--- src/design/sha_pkg.sv ---
// ----------------------------------------------------------------------------
// SHA-256 package
// Round constants, initial vector and the round and schedule functions.
// ----------------------------------------------------------------------------
`default_nettype none
package sha_pkg;

  localparam int unsigned NumWords = 8;
  localparam int unsigned NumRounds = 64;

  typedef logic [31:0] word_t;

  typedef enum logic [0:0] {
    FUNC_DATA = 1'b0,
    FUNC_END  = 1'b1
  } func_e;

  // One queue entry between the front and the back: one padded byte.
  typedef struct packed {
    logic [7:0] data;
    logic       finish;
  } byte_cmd_t;

  function automatic word_t round_k(input logic [5:0] idx);
    word_t k;
    unique case (idx)
      6'd0: k = 32'h428a2f98;  6'd1: k = 32'h71374491;  6'd2: k = 32'hb5c0fbcf;
      6'd3: k = 32'he9b5dba5;  6'd4: k = 32'h3956c25b;  6'd5: k = 32'h59f111f1;
      6'd6: k = 32'h923f82a4;  6'd7: k = 32'hab1c5ed5;  6'd8: k = 32'hd807aa98;
      6'd9: k = 32'h12835b01;  6'd10: k = 32'h243185be; 6'd11: k = 32'h550c7dc3;
      6'd12: k = 32'h72be5d74; 6'd13: k = 32'h80deb1fe; 6'd14: k = 32'h9bdc06a7;
      6'd15: k = 32'hc19bf174; 6'd16: k = 32'he49b69c1; 6'd17: k = 32'hefbe4786;
      6'd18: k = 32'h0fc19dc6; 6'd19: k = 32'h240ca1cc; 6'd20: k = 32'h2de92c6f;
      6'd21: k = 32'h4a7484aa; 6'd22: k = 32'h5cb0a9dc; 6'd23: k = 32'h76f988da;
      6'd24: k = 32'h983e5152; 6'd25: k = 32'ha831c66d; 6'd26: k = 32'hb00327c8;
      6'd27: k = 32'hbf597fc7; 6'd28: k = 32'hc6e00bf3; 6'd29: k = 32'hd5a79147;
      6'd30: k = 32'h06ca6351; 6'd31: k = 32'h14292967; 6'd32: k = 32'h27b70a85;
      6'd33: k = 32'h2e1b2138; 6'd34: k = 32'h4d2c6dfc; 6'd35: k = 32'h53380d13;
      6'd36: k = 32'h650a7354; 6'd37: k = 32'h766a0abb; 6'd38: k = 32'h81c2c92e;
      6'd39: k = 32'h92722c85; 6'd40: k = 32'ha2bfe8a1; 6'd41: k = 32'ha81a664b;
      6'd42: k = 32'hc24b8b70; 6'd43: k = 32'hc76c51a3; 6'd44: k = 32'hd192e819;
      6'd45: k = 32'hd6990624; 6'd46: k = 32'hf40e3585; 6'd47: k = 32'h106aa070;
      6'd48: k = 32'h19a4c116; 6'd49: k = 32'h1e376c08; 6'd50: k = 32'h2748774c;
      6'd51: k = 32'h34b0bcb5; 6'd52: k = 32'h391c0cb3; 6'd53: k = 32'h4ed8aa4a;
      6'd54: k = 32'h5b9cca4f; 6'd55: k = 32'h682e6ff3; 6'd56: k = 32'h748f82ee;
      6'd57: k = 32'h78a5636f; 6'd58: k = 32'h84c87814; 6'd59: k = 32'h8cc70208;
      6'd60: k = 32'h90befffa; 6'd61: k = 32'ha4506ceb; 6'd62: k = 32'hbef9a3f7;
      default: k = 32'hc67178f2;
    endcase
    return k;
  endfunction

  function automatic word_t init_vec(input logic [2:0] idx);
    word_t h;
    unique case (idx)
      3'd0: h = 32'h6a09e667; 3'd1: h = 32'hbb67ae85;
      3'd2: h = 32'h3c6ef372; 3'd3: h = 32'ha54ff53a;
      3'd4: h = 32'h510e527f; 3'd5: h = 32'h9b05688c;
      3'd6: h = 32'h1f83d9ab; default: h = 32'h5be0cd19;
    endcase
    return h;
  endfunction

  function automatic word_t rotr(input word_t x, input int unsigned n);
    return (x >> n) | (x << (32 - n));
  endfunction

  function automatic word_t sig0(input word_t x);
    return rotr(x, 7) ^ rotr(x, 18) ^ (x >> 3);
  endfunction

  function automatic word_t sig1(input word_t x);
    return rotr(x, 17) ^ rotr(x, 19) ^ (x >> 10);
  endfunction

  function automatic word_t bsig0(input word_t x);
    return rotr(x, 2) ^ rotr(x, 13) ^ rotr(x, 22);
  endfunction

  function automatic word_t bsig1(input word_t x);
    return rotr(x, 6) ^ rotr(x, 11) ^ rotr(x, 25);
  endfunction

endpackage
`default_nettype wire

--- src/design/sha_front.sv ---
// ----------------------------------------------------------------------------
// SHA-256 front end
// Accepts items, counts message bits and expands an end item into padding.
// ----------------------------------------------------------------------------
`default_nettype none
module sha_front import sha_pkg::*; (
  input  wire logic      clk_i,
  input  wire logic      rst_ni,
  input  wire logic      push_i,
  output logic           full_o,
  input  wire logic      func_i,
  input  wire logic [7:0] data_byte_i,
  output logic           cmd_valid_o,
  input  wire logic      cmd_ready_i,
  output byte_cmd_t      cmd_o
);

  typedef enum logic [3:0] {
    ST_IDLE = 4'b0001,
    ST_ZERO = 4'b0010,
    ST_LEN  = 4'b0100,
    ST_HOLD = 4'b1000
  } fstate_e;

  fstate_e     state_q, state_d;
  logic [63:0] bits_q, bits_d;
  logic [63:0] len_q, len_d;
  logic [5:0]  fill_q, fill_d;   // bytes sent mod 64
  logic [2:0]  lcnt_q, lcnt_d;
  byte_cmd_t   hold_q, hold_d;   // pending byte when queue is full
  logic        fire;
  // marks that the held byte is a padding marker
  logic        len_pending_q, len_pending_d;

  assign full_o = (state_q != ST_IDLE);
  assign fire   = push_i && !full_o;

  always_comb begin
    state_d = state_q;
    bits_d  = bits_q;
    len_d   = len_q;
    fill_d  = fill_q;
    lcnt_d  = lcnt_q;
    hold_d  = hold_q;
    cmd_valid_o = 1'b0;
    cmd_o   = hold_q;
    unique case (state_q)
      ST_IDLE: begin
        if (fire) begin
          cmd_o.finish = 1'b0;
          cmd_o.data   = (func_i == FUNC_END) ? 8'h80 : data_byte_i;
          cmd_valid_o  = 1'b1;
          if (func_i == FUNC_END) begin
            len_d  = bits_q;
            bits_d = '0;
            lcnt_d = '0;
          end else begin
            bits_d = bits_q + 64'd8;
          end
          if (!cmd_ready_i) begin
            hold_d  = cmd_o;
            state_d = ST_HOLD;
          end else begin
            fill_d = fill_q + 6'd1;
            if (func_i == FUNC_END) state_d = ST_ZERO;
          end
        end
      end
      ST_HOLD: begin
        cmd_valid_o = 1'b1;
        cmd_o = hold_q;
        if (cmd_ready_i) begin
          fill_d = fill_q + 6'd1;
          // padding marker was held: continue padding
          state_d = (hold_q.data == 8'h80 && bits_q == '0 && lcnt_q == '0 &&
                     len_pending_q) ? ST_ZERO : ST_IDLE;
        end
      end
      ST_ZERO: begin
        cmd_valid_o = (fill_q != 6'd56);
        cmd_o.data = 8'h00;
        cmd_o.finish = 1'b0;
        if (fill_q == 6'd56) state_d = ST_LEN;
        else if (cmd_ready_i) fill_d = fill_q + 6'd1;
      end
      default: begin
        cmd_valid_o  = 1'b1;
        cmd_o.data   = len_q[63:56];
        cmd_o.finish = (lcnt_q == 3'd7);
        if (cmd_ready_i) begin
          len_d  = {len_q[55:0], 8'h00};
          lcnt_d = lcnt_q + 3'd1;
          fill_d = fill_q + 6'd1;
          if (lcnt_q == 3'd7) state_d = ST_IDLE;
        end
      end
    endcase
  end

  always_comb begin
    len_pending_d = len_pending_q;
    if (state_q == ST_IDLE && fire) len_pending_d = (func_i == FUNC_END);
  end

  always_ff @(posedge clk_i or negedge rst_ni) begin
    if (!rst_ni) begin
      state_q <= ST_IDLE;
      bits_q  <= '0;
      fill_q  <= '0;
      lcnt_q  <= '0;
      len_pending_q <= 1'b0;
    end else begin
      state_q <= state_d;
      bits_q  <= bits_d;
      fill_q  <= fill_d;
      lcnt_q  <= lcnt_d;
      len_pending_q <= len_pending_d;
    end
  end

  always_ff @(posedge clk_i) begin
    len_q  <= len_d;
    hold_q <= hold_d;
  end

  assert property (@(posedge clk_i) disable iff (!rst_ni)
    (state_q == ST_LEN) |-> (fill_q >= 6'd56))
    else $error("length bytes out of place");
  assert property (@(posedge clk_i) disable iff (!rst_ni)
    (cmd_valid_o && cmd_o.finish) |-> (fill_q == 6'd63))
    else $error("finish not at block end");
  assert property (@(posedge clk_i) disable iff (!rst_ni)
    (state_q == ST_ZERO) |-> (bits_q == '0))
    else $error("bit count not cleared");

endmodule
`default_nettype wire

--- src/design/sha_fifo.sv ---
// ----------------------------------------------------------------------------
// SHA-256 byte queue
// Short queue of padded bytes between front end and compression core.
// ----------------------------------------------------------------------------
`default_nettype none
module sha_fifo import sha_pkg::*; (
  input  wire logic  clk_i,
  input  wire logic  rst_ni,
  input  wire logic  wr_valid_i,
  output logic       wr_ready_o,
  input  byte_cmd_t  wr_data_i,
  output logic       rd_valid_o,
  input  wire logic  rd_ready_i,
  output byte_cmd_t  rd_data_o
);

  byte_cmd_t  mem_q [4];
  logic [1:0] wp_q, rp_q;
  logic [2:0] cnt_q;
  logic       wr, rd;

  assign wr_ready_o = (cnt_q != 3'd4);
  assign rd_valid_o = (cnt_q != 3'd0);
  assign rd_data_o  = mem_q[rp_q];
  assign wr = wr_valid_i && wr_ready_o;
  assign rd = rd_valid_o && rd_ready_i;

  always_ff @(posedge clk_i) begin
    if (wr) mem_q[wp_q] <= wr_data_i;
  end

  always_ff @(posedge clk_i or negedge rst_ni) begin
    if (!rst_ni) begin
      wp_q <= '0;
      rp_q <= '0;
      cnt_q <= '0;
    end else begin
      if (wr) wp_q <= wp_q + 2'd1;
      if (rd) rp_q <= rp_q + 2'd1;
      cnt_q <= cnt_q + {2'b00, wr} - {2'b00, rd};
    end
  end

  assert property (@(posedge clk_i) disable iff (!rst_ni) cnt_q <= 3'd4)
    else $error("queue count overflow");
  assert property (@(posedge clk_i) disable iff (!rst_ni)
    (cnt_q == 3'd0) |-> (wp_q == rp_q)) else $error("pointers out of step");
  assert property (@(posedge clk_i) disable iff (!rst_ni)
    (cnt_q == 3'd4) |-> (wp_q == rp_q)) else $error("pointers out of step");

endmodule
`default_nettype wire

--- src/design/sha_core.sv ---
// ----------------------------------------------------------------------------
// SHA-256 compression core
// Packs bytes into a block, runs 64 rounds, keeps the hash, emits the digest.
// ----------------------------------------------------------------------------
`default_nettype none
module sha_core import sha_pkg::*; (
  input  wire logic   clk_i,
  input  wire logic   rst_ni,
  input  wire logic   in_valid_i,
  output logic        in_ready_o,
  input  byte_cmd_t   in_i,
  output logic        empty_o,
  input  wire logic   pop_i,
  output logic [31:0] digest_word_o,
  output logic [2:0]  word_index_o,
  output logic        last_word_o
);

  typedef enum logic [3:0] {
    ST_FILL  = 4'b0001,
    ST_ROUND = 4'b0010,
    ST_ADD   = 4'b0100,
    ST_OUT   = 4'b1000
  } cstate_e;

  cstate_e     state_q;
  word_t       w_q [16];     // schedule window, w_q[0] is current
  word_t       h_q [8];
  word_t       v_q [8];
  logic [5:0]  fill_q;
  logic [5:0]  rnd_q;
  logic [2:0]  oidx_q;
  logic        fin_q;

  word_t w_cur, w_new, t1, t2, maj, ch;

  assign in_ready_o = (state_q == ST_FILL);
  assign w_new = sig1(w_q[14]) + w_q[9] + sig0(w_q[1]) + w_q[0];
  assign w_cur = w_q[0];
  assign ch  = (v_q[4] & v_q[5]) ^ (~v_q[4] & v_q[6]);
  assign maj = (v_q[0] & v_q[1]) ^ (v_q[0] & v_q[2]) ^ (v_q[1] & v_q[2]);
  assign t1  = v_q[7] + bsig1(v_q[4]) + ch + round_k(rnd_q) + w_cur;
  assign t2  = bsig0(v_q[0]) + maj;

  assign empty_o       = (state_q != ST_OUT);
  assign digest_word_o = h_q[oidx_q];
  assign word_index_o  = oidx_q;
  assign last_word_o   = (oidx_q == 3'd7);

  always_ff @(posedge clk_i) begin
    if (state_q == ST_FILL && in_valid_i) begin
      w_q[fill_q[5:2]] <= {w_q[fill_q[5:2]][23:0], in_i.data};
      if (fill_q == 6'd63) begin
        for (int i = 0; i < 8; i++) v_q[i] <= h_q[i];
      end
    end else if (state_q == ST_ROUND) begin
      for (int i = 0; i < 15; i++) w_q[i] <= w_q[i+1];
      w_q[15] <= w_new;
      v_q[7] <= v_q[6];
      v_q[6] <= v_q[5];
      v_q[5] <= v_q[4];
      v_q[4] <= v_q[3] + t1;
      v_q[3] <= v_q[2];
      v_q[2] <= v_q[1];
      v_q[1] <= v_q[0];
      v_q[0] <= t1 + t2;
    end
  end

  always_ff @(posedge clk_i or negedge rst_ni) begin
    if (!rst_ni) begin
      state_q <= ST_FILL;
      fill_q  <= '0;
      rnd_q   <= '0;
      oidx_q  <= '0;
      fin_q   <= 1'b0;
      for (int i = 0; i < 8; i++) h_q[i] <= init_vec(3'(i));
    end else begin
      unique case (state_q)
        ST_FILL: if (in_valid_i) begin
          fill_q <= fill_q + 6'd1;
          if (fill_q == 6'd63) begin
            fin_q   <= in_i.finish;
            rnd_q   <= '0;
            state_q <= ST_ROUND;
          end
        end
        ST_ROUND: begin
          rnd_q <= rnd_q + 6'd1;
          if (rnd_q == 6'd63) state_q <= ST_ADD;
        end
        ST_ADD: begin
          for (int i = 0; i < 8; i++) h_q[i] <= h_q[i] + v_q[i];
          oidx_q  <= '0;
          state_q <= fin_q ? ST_OUT : ST_FILL;
        end
        default: if (pop_i) begin
          oidx_q <= oidx_q + 3'd1;
          if (oidx_q == 3'd7) begin
            for (int i = 0; i < 8; i++) h_q[i] <= init_vec(3'(i));
            state_q <= ST_FILL;
          end
        end
      endcase
    end
  end

  assert property (@(posedge clk_i) disable iff (!rst_ni)
    (state_q == ST_ROUND && rnd_q == 6'd63) |=> (state_q == ST_ADD))
    else $error("round count lost");
  assert property (@(posedge clk_i) disable iff (!rst_ni)
    (state_q == ST_OUT) |-> (fill_q == 6'd0)) else $error("digest mid block");
  assert property (@(posedge clk_i) disable iff (!rst_ni)
    (state_q != ST_FILL) |-> !in_ready_o) else $error("accept while busy");

endmodule
`default_nettype wire

--- src/design/sha256_byte_stream_hasher_top.sv ---
// ----------------------------------------------------------------------------
// SHA-256 byte stream hasher
// Hashes a byte stream; an end item pads the message and returns the digest.
// ----------------------------------------------------------------------------
//  channel | handshake    | payload
//  input   | push / full  | func_i, data_byte_i
//  result  | pop / empty  | digest_word_o, word_index_o, last_word_o
//
// The front passes a data byte on when the queue has room; bytes wait in a
// four-entry queue. The queue stalls while the compression core runs the
// rounds and final add of each 64-byte block, as the core takes no byte then.
// An end item keeps full high until all padding bytes have been queued.
// Digest words stay until popped; the core takes no byte meanwhile.
// Reset loads the initial vector and clears all counters.
`default_nettype none
module sha256_byte_stream_hasher_top import sha_pkg::*; (
  input  wire logic        clk_i,
  input  wire logic        rst_ni,
  input  wire logic        push,
  output logic             full,
  input  wire logic        func_i,
  input  wire logic [7:0]  data_byte_i,
  output logic             empty,
  input  wire logic        pop,
  output logic [31:0]      digest_word_o,
  output logic [2:0]       word_index_o,
  output logic             last_word_o
);

  byte_cmd_t f_cmd, q_cmd;
  logic f_valid, f_ready, q_valid, q_ready;

  sha_front u_front (
    .clk_i, .rst_ni, .push_i(push), .full_o(full), .func_i, .data_byte_i,
    .cmd_valid_o(f_valid), .cmd_ready_i(f_ready), .cmd_o(f_cmd)
  );

  sha_fifo u_fifo (
    .clk_i, .rst_ni, .wr_valid_i(f_valid), .wr_ready_o(f_ready), .wr_data_i(f_cmd),
    .rd_valid_o(q_valid), .rd_ready_i(q_ready), .rd_data_o(q_cmd)
  );

  sha_core u_core (
    .clk_i, .rst_ni, .in_valid_i(q_valid), .in_ready_o(q_ready), .in_i(q_cmd),
    .empty_o(empty), .pop_i(pop), .digest_word_o, .word_index_o, .last_word_o
  );

endmodule
`default_nettype wire

--- config.mk ---
export PLATFORM = sky130hd
export DESIGN_NAME = sha256_byte_stream_hasher_top
export DESIGN_NICKNAME = d
export VERILOG_FILES = /design/src/design/sha_pkg.sv /design/src/design/sha_front.sv /design/src/design/sha_fifo.sv /design/src/design/sha_core.sv /design/src/design/sha256_byte_stream_hasher_top.sv
export SDC_FILE = /design/constraint.sdc
export NUM_CORES = 2
export LEC_CHECK = 0
export BUFFER_PORTS_ARGS = -buffer_cell sky130_fd_sc_hd__buf_2
export CORE_UTILIZATION = 30
export DETAILED_ROUTE_END_ITERATION = 16
export GPL_TIMING_DRIVEN = 0
export MAX_ROUTING_LAYER = met4
export PLACE_DENSITY_LB_ADDON = 0.1
export SLEW_MARGIN = 15
export SYNTH_ARGS = -nofsm -noshare
export SYNTH_HDL_FRONTEND = slang
export SYNTH_SLANG_ARGS = --single-unit
--- constraint.sdc ---
create_clock -name clk_i -period 8.9 [get_ports clk_i]
set_input_delay 2.67 -clock clk_i [delete_from_list [all_inputs] [get_ports clk_i]]
set_output_delay 2.67 -clock clk_i [all_outputs]
set_load 0.01 [all_outputs]
=== Word-level counts from Yosys, hierarchy flattened ===
Memory sizes are Yosys's and may differ from the RTL's.
Cells that the tools add are included.

* ROM bits: 2048
* Word-level logic and storage cells: 219
* Memories kept: 4
* Latch bits: 0
* Bits of input ports: 13
* Memory bits (writable): 804
* Flip-flop bits (word level): 433
* Output and inout port bits: 38

{| class="wikitable"
|+ Memory list
! memory !! depth !! bits a word !! read ports !! clocked after memory_dff !! wr ports !! line !! RTL
|-
| (no name shown) || 64 || 32 || 1 || 0 || 0 || sha_pkg.sv:26 || <nowiki>unique case (idx)</nowiki>
|-
| u_core.w_q || 16 || 32 || 17 || 0 || 16 || sha_core.sv:27 || <nowiki>word_t w_q [16];</nowiki>
|-
| u_core.v_q || 8 || 32 || 8 || 0 || 8 || sha_core.sv:29 || <nowiki>word_t v_q [8];</nowiki>
|-
| u_fifo.mem_q || 4 || 9 || 1 || 0 || 1 || sha_fifo.sv:17 || <nowiki>byte_cmd_t mem_q [4];</nowiki>
|}

* Mux-type cells: 66
* Reduce and logical (&&, ||, !) cells: 33
* Add/subtract/negate cells: 28
* Shift operators: 0
* Bitwise gates (word level): 39
* Equality and inequality tests: 25
* Order comparisons: 1
* Multipliers: 0
* Div/mod/pow operators: 0

{| class="wikitable"
|+ Operator list
! kind !! number
|-
| 32-bit adder || 18
|-
| 256-bit 2-to-1 mux || 2
|-
| 256-bit case mux with 2 select lines || 1
|-
| 32-bit 2-to-1 mux || 11
|-
| 32-bit XOR || 9
|-
| 64-bit 2-to-1 mux || 4
|-
| 32-bit AND || 5
|-
| 64-bit case mux with 2 select lines || 1
|-
| 32-bit binary-select mux with 3-bit select || 1
|-
| 64-bit by 4-bit adder with 64-bit output, second input constant || 1
|-
| 64-bit zero test || 1
|-
| 4-bit 2-to-1 mux || 14
|-
| 32-bit inverter || 1
|-
| 10-bit by 32-bit OR with 32-bit output || 1
|-
| 13-bit by 32-bit OR with 32-bit output || 1
|-
| 14-bit by 32-bit OR with 32-bit output || 1
|-
| 15-bit by 32-bit OR with 32-bit output || 1
|-
| 19-bit by 32-bit OR with 32-bit output || 1
|-
| 21-bit by 32-bit OR with 32-bit output || 1
|-
| 25-bit by 32-bit OR with 32-bit output || 1
|-
| 26-bit by 32-bit OR with 32-bit output || 1
|-
| 30-bit by 32-bit OR with 32-bit output || 1
|-
| 7-bit by 32-bit OR with 32-bit output || 1
|-
| 32-bit OR reduction || 1
|-
| 47 further kinds || 112
|}

=== Logic depth before layout (Yosys ltp) ===
An unclocked memory read counts as a cell.

* Word-level depth: 10
* Gate-level depth with buffers: 41
* Depth with buffers taken out: 39

=== Modules after synthesis ===
A second synthesis with hierarchy kept.

* Cell total of the unflattened synthesis: 8436
* Area, all modules: 82386.5 um^2

{| class="wikitable"
|+ By module, submodules not included
! module !! instances !! area an instance (um^2) !! cells an instance
|-
| sha_core || 1 || 73262.8 || 7562
|-
| sha_front || 1 || 7348.3 || 786
|-
| sha_fifo || 1 || 1775.5 || 88
|}

=== Least setup slack after synthesis ===
Ideal clock, no wire load.

* Path kind: reg-to-reg
* Start: register u_core.rnd_q[2]
* End: memory u_core.v_q[0][31] (netlist name) (data pin)
* Data arrival time: 8398 ps
* Stages on the path, launching flop included: 39
* Path slack: 357 ps
* Library setup time: 145 ps
* Period minus slack after synthesis: 8543 ps
* Buffers on the path: 2
* Cell sequence: dfrtp_1 -> clkinv_1 -> clkbuf_1 -> clkbuf_1 -> ha_1 -> inv_1 -> nor2_1 -> nor2_1 -> a221oi_1 -> a21oi_1 -> fa_1 -> inv_1 -> fa_1 -> inv_1 -> fa_1 -> inv_1 -> ha_1 -> a21o_1 -> (+3 left out) -> o31ai_1 -> a41o_1 -> or2_2 -> xor2_1 -> inv_1 -> fa_1 -> inv_1 -> ha_1 -> and3_1 -> a31oi_1 -> nand2_1 -> a31oi_2 -> o31ai_4 -> a221oi_4 -> nor4_1 -> o22ai_1 -> xnor3_1 -> o21ai_1

{| class="wikitable"
|+ RTL lines
! element !! line !! RTL
|-
| start, declared || sha_core.sv:31 || <nowiki>logic [5:0] rnd_q;</nowiki>
|-
| start signal, assigned || sha_core.sv:89 || <nowiki>rnd_q <= rnd_q + 6'd1;</nowiki>
|-
| end, declared || sha_core.sv:29 ||
|}

==> flow_metrics.env <==
export IMPL_ys_warn_count=0
export IMPL_cts_tree="yes"
export IMPL_synth_fa_ha_area_share_pct=11.4
export IMPL_hpwlAfterDp_um=278000
export IMPL_first_iter_violations=5914
export IMPL_r2r_slack_ps=120
export IMPL_synth_edff_count=873
export IMPL_ys_seq_area_share_pct=43.7
export IMPL_core_um2=268000
export IMPL_hold_buffers=0
export IMPL_synthXorXnorAreaFrac_pct=7.02
export IMPL_min_to="u_front.fill_q[5]"
export IMPL_status="finished clean"
export IMPL_syn_nets=8737
export IMPL_nets=9056
export IMPL_min_from="u_front.fill_q[5]"
export IMPL_hold_path_class="reg -> reg"
export IMPL_clock_fmax_mhz=114
export IMPL_numCtsBuffers=162
export IMPL_grt_antenna_before_repair=17
export IMPL_drv_cap=0
export IMPL_grt_pass1_vias=63291
export IMPL_slew_viol_final=0
export IMPL_routed_wl_um=357000
export IMPL_synth_compound_area_share_pct=12.3
export IMPL_drive_gt1_share_pct=12.9
export IMPL_skew_ps=63.5
export IMPL_worst_r2r_path_depth=32
export IMPL_synth_flop_cell="edfxtp_1"
export IMPL_grtUsageTotal_pct=26.6
export IMPL_synth_area_per_cell_um2=9.96
export IMPL_ys_async_sr_fraction_pct=29.1
export IMPL_critical_path_buf_inv_count=7
export IMPL_ioPinCount=51
export IMPL_port_buffers=50
export IMPL_grt_pass1_wl_um=498000
export IMPL_ys_types=98
export IMPL_via_count=64928
export IMPL_syn_cell_area_um2=80900
export IMPL_critical_path_class="reg -> reg"
export IMPL_ys_ff_latch=1231
export IMPL_period_needed_ps=8780
export IMPL_final_common_cell="nand2_1"
export IMPL_start_util_pct=30.2
export IMPL_num_fill_cells=27317
export IMPL_slowest_delay_ps=600
export IMPL_worstSkewPairLatency_ps=870
export IMPL_layout_common_cells="nand2_1, edfxtp_1, a21oi_1"
export IMPL_grt_max_degree=90
export IMPL_endpoint_kind="flop"
export IMPL_place_congestion=0.959
export IMPL_slew_headroom_pct=13.3
export IMPL_worst_pin_slew_ps=1300
export IMPL_cts_buffer_depth=4
export IMPL_synth_top_family_by_area="simple AND/OR/NAND/NOR gates"
export IMPL_hold_violations=0
export IMPL_crit_family="adder cells"
export IMPL_synthToLayoutAreaGrowth_pct=15.9
export IMPL_clkTransAtPathRegs_ps=60
export IMPL_synthCells=8120
export IMPL_wl_per_cell_um=29.4
export IMPL_grt_overflow=0
export IMPL_required_ps=9560
export IMPL_whs_ps=474
export IMPL_hold_depth=1
export IMPL_clockRootBuffer="clkbuf_16"
export IMPL_synthMuxAreaShare_pct=6.59
export IMPL_ant_nets=0
export IMPL_fp_row_count=190
export IMPL_cp_start_kind="flop"
export IMPL_r2r_end="u_core.v_q[0][29]"
export IMPL_cts_sinks=1231
export IMPL_crit_slowest_cell="mux4_2"
export IMPL_die_y_um=521
export IMPL_die_width_um=521
export IMPL_htreeDepth=4
export IMPL_worstPathMaxFanout=5
export IMPL_cp_arrival_ps=9450
export IMPL_viasPerCell=5.36
export IMPL_fin_crit_sh_pct=98.7
export IMPL_first_pass_iters=6
export IMPL_die_area_um2=272000
export IMPL_rr_startpoint="u_core.rnd_q[0]"
export IMPL_cp_common_cell="fa_1"
export IMPL_finalSetupViolations=0
export IMPL_drc=0
export IMPL_synthSimpleGateAreaFrac_pct=15.7
[how the worst max path moves through the flow]
stage / slack [ps] / start / end / cells past startpoint
floorplan: 360 / u_core.rnd_q[2] / u_core.v_q[0][31] / 38
global placement: -7420 / u_core.state_q[0] / u_core.v_q[0][197] / 5
detailed placement: -3850 / u_core.rnd_q[1] / u_core.v_q[0][31] / 36
CTS: 5 / u_core.rnd_q[0] / u_core.v_q[0][29] / 38
global route: -20 / u_core.rnd_q[2] / u_core.v_q[0][159] / 38
finish: 120 / u_core.rnd_q[0] / u_core.v_q[0][29] / 32
[sequential cells by signal (all words and copies together), names as in the netlist, 8 cells and up]
signal / cells
u_fifo.mem_q: 36
u_front.len_q: 61
u_front.bits_q: 61
u_core.h_q: 256
u_core.w_q: 512
u_front.hold_q: 8
u_core.v_q: 256
[cell type report]
class	count	area (um^2)	area share (%)
Inverter	274	1060	1.13
Clock inverter	56	479	0.511
Sequential cell	1231	35400	37.7
Buffer	413	1890	2.02
Antenna cell	7	17.5	0.0187
Multi-Input combinational cell	6193	44000	47.0
Tap cell	3552	4440	4.74
Timing Repair Buffer	164	1920	2.04
Clock buffer	230	4510	4.82
[kinds of logic after synthesis]
family / Yosys count
compound gates: 1591
xor+xnor: 647
fa+ha+maj: 625
buf+inv: 696
flops: 1231
mux: 276
simple gates: 3054
[Yosys cell counts (36+ instances only)]
library cell	n	area [um^2]
dfstp_2	138	3630
o21ai_0	447	2240
a21oi_1	466	2330
xor2_1	235	2060
nor2_1	383	1440
ha_1	408	5100
mux2_2	70	788
clkbuf_1	364	1370
nand2b_1	75	469
o21a_1	57	428
a21o_1	187	1400
nand2_1	2163	8120
nor2b_1	41	257
a211oi_1	40	300
fa_1	196	3920
nand4_1	36	225
nand3_1	97	485
dfrtp_1	220	5510
edfxtp_1	873	26200
nor3_1	60	300
buf_1	54	203
xnor2_1	411	3600
a31oi_1	46	288
inv_1	269	1010
mux4_2	198	4460
o21bai_1	58	435
and3_1	44	275
[through the flow]
stage          std cells  util, %  setup TNS (ps)  cell area, um^2  setup slack (ps)
2_1_floorplan       8120        -               0            80900               357
3_3_place_gp       11722     31.9        -3248270            85600             -7420
3_5_place_dp       11773     32.5         -136020            87000             -3850
4_1_cts            12085     34.8               0            93200              5.16
5_1_grt            12120     35.0           -45.8            93700             -17.1
6_report           12120     35.0               0            93700               115
[metal layers]
layer	vias up	global-route usage [%]	share of wire, %
met5	-	-	0
met2	2055	42.6	47
met1	33219	34.9	44
li1	29189	-	-
met4	0	8.86	3.8
met3	465	3.16	5.0
[timing repair]
item | CTS | global route
gates resized for setup | 263 | 97
endpoints found under the setup margin | 59 | 16
setup buffers | 34 | 27
cloned | 0 | 2
hold endpoints to repair | 0 | 0
pin swaps | 24 | 45
Power is not shown: default switching activity piles up to over one toggle a cycle in this logic, so the estimate is an artifact.
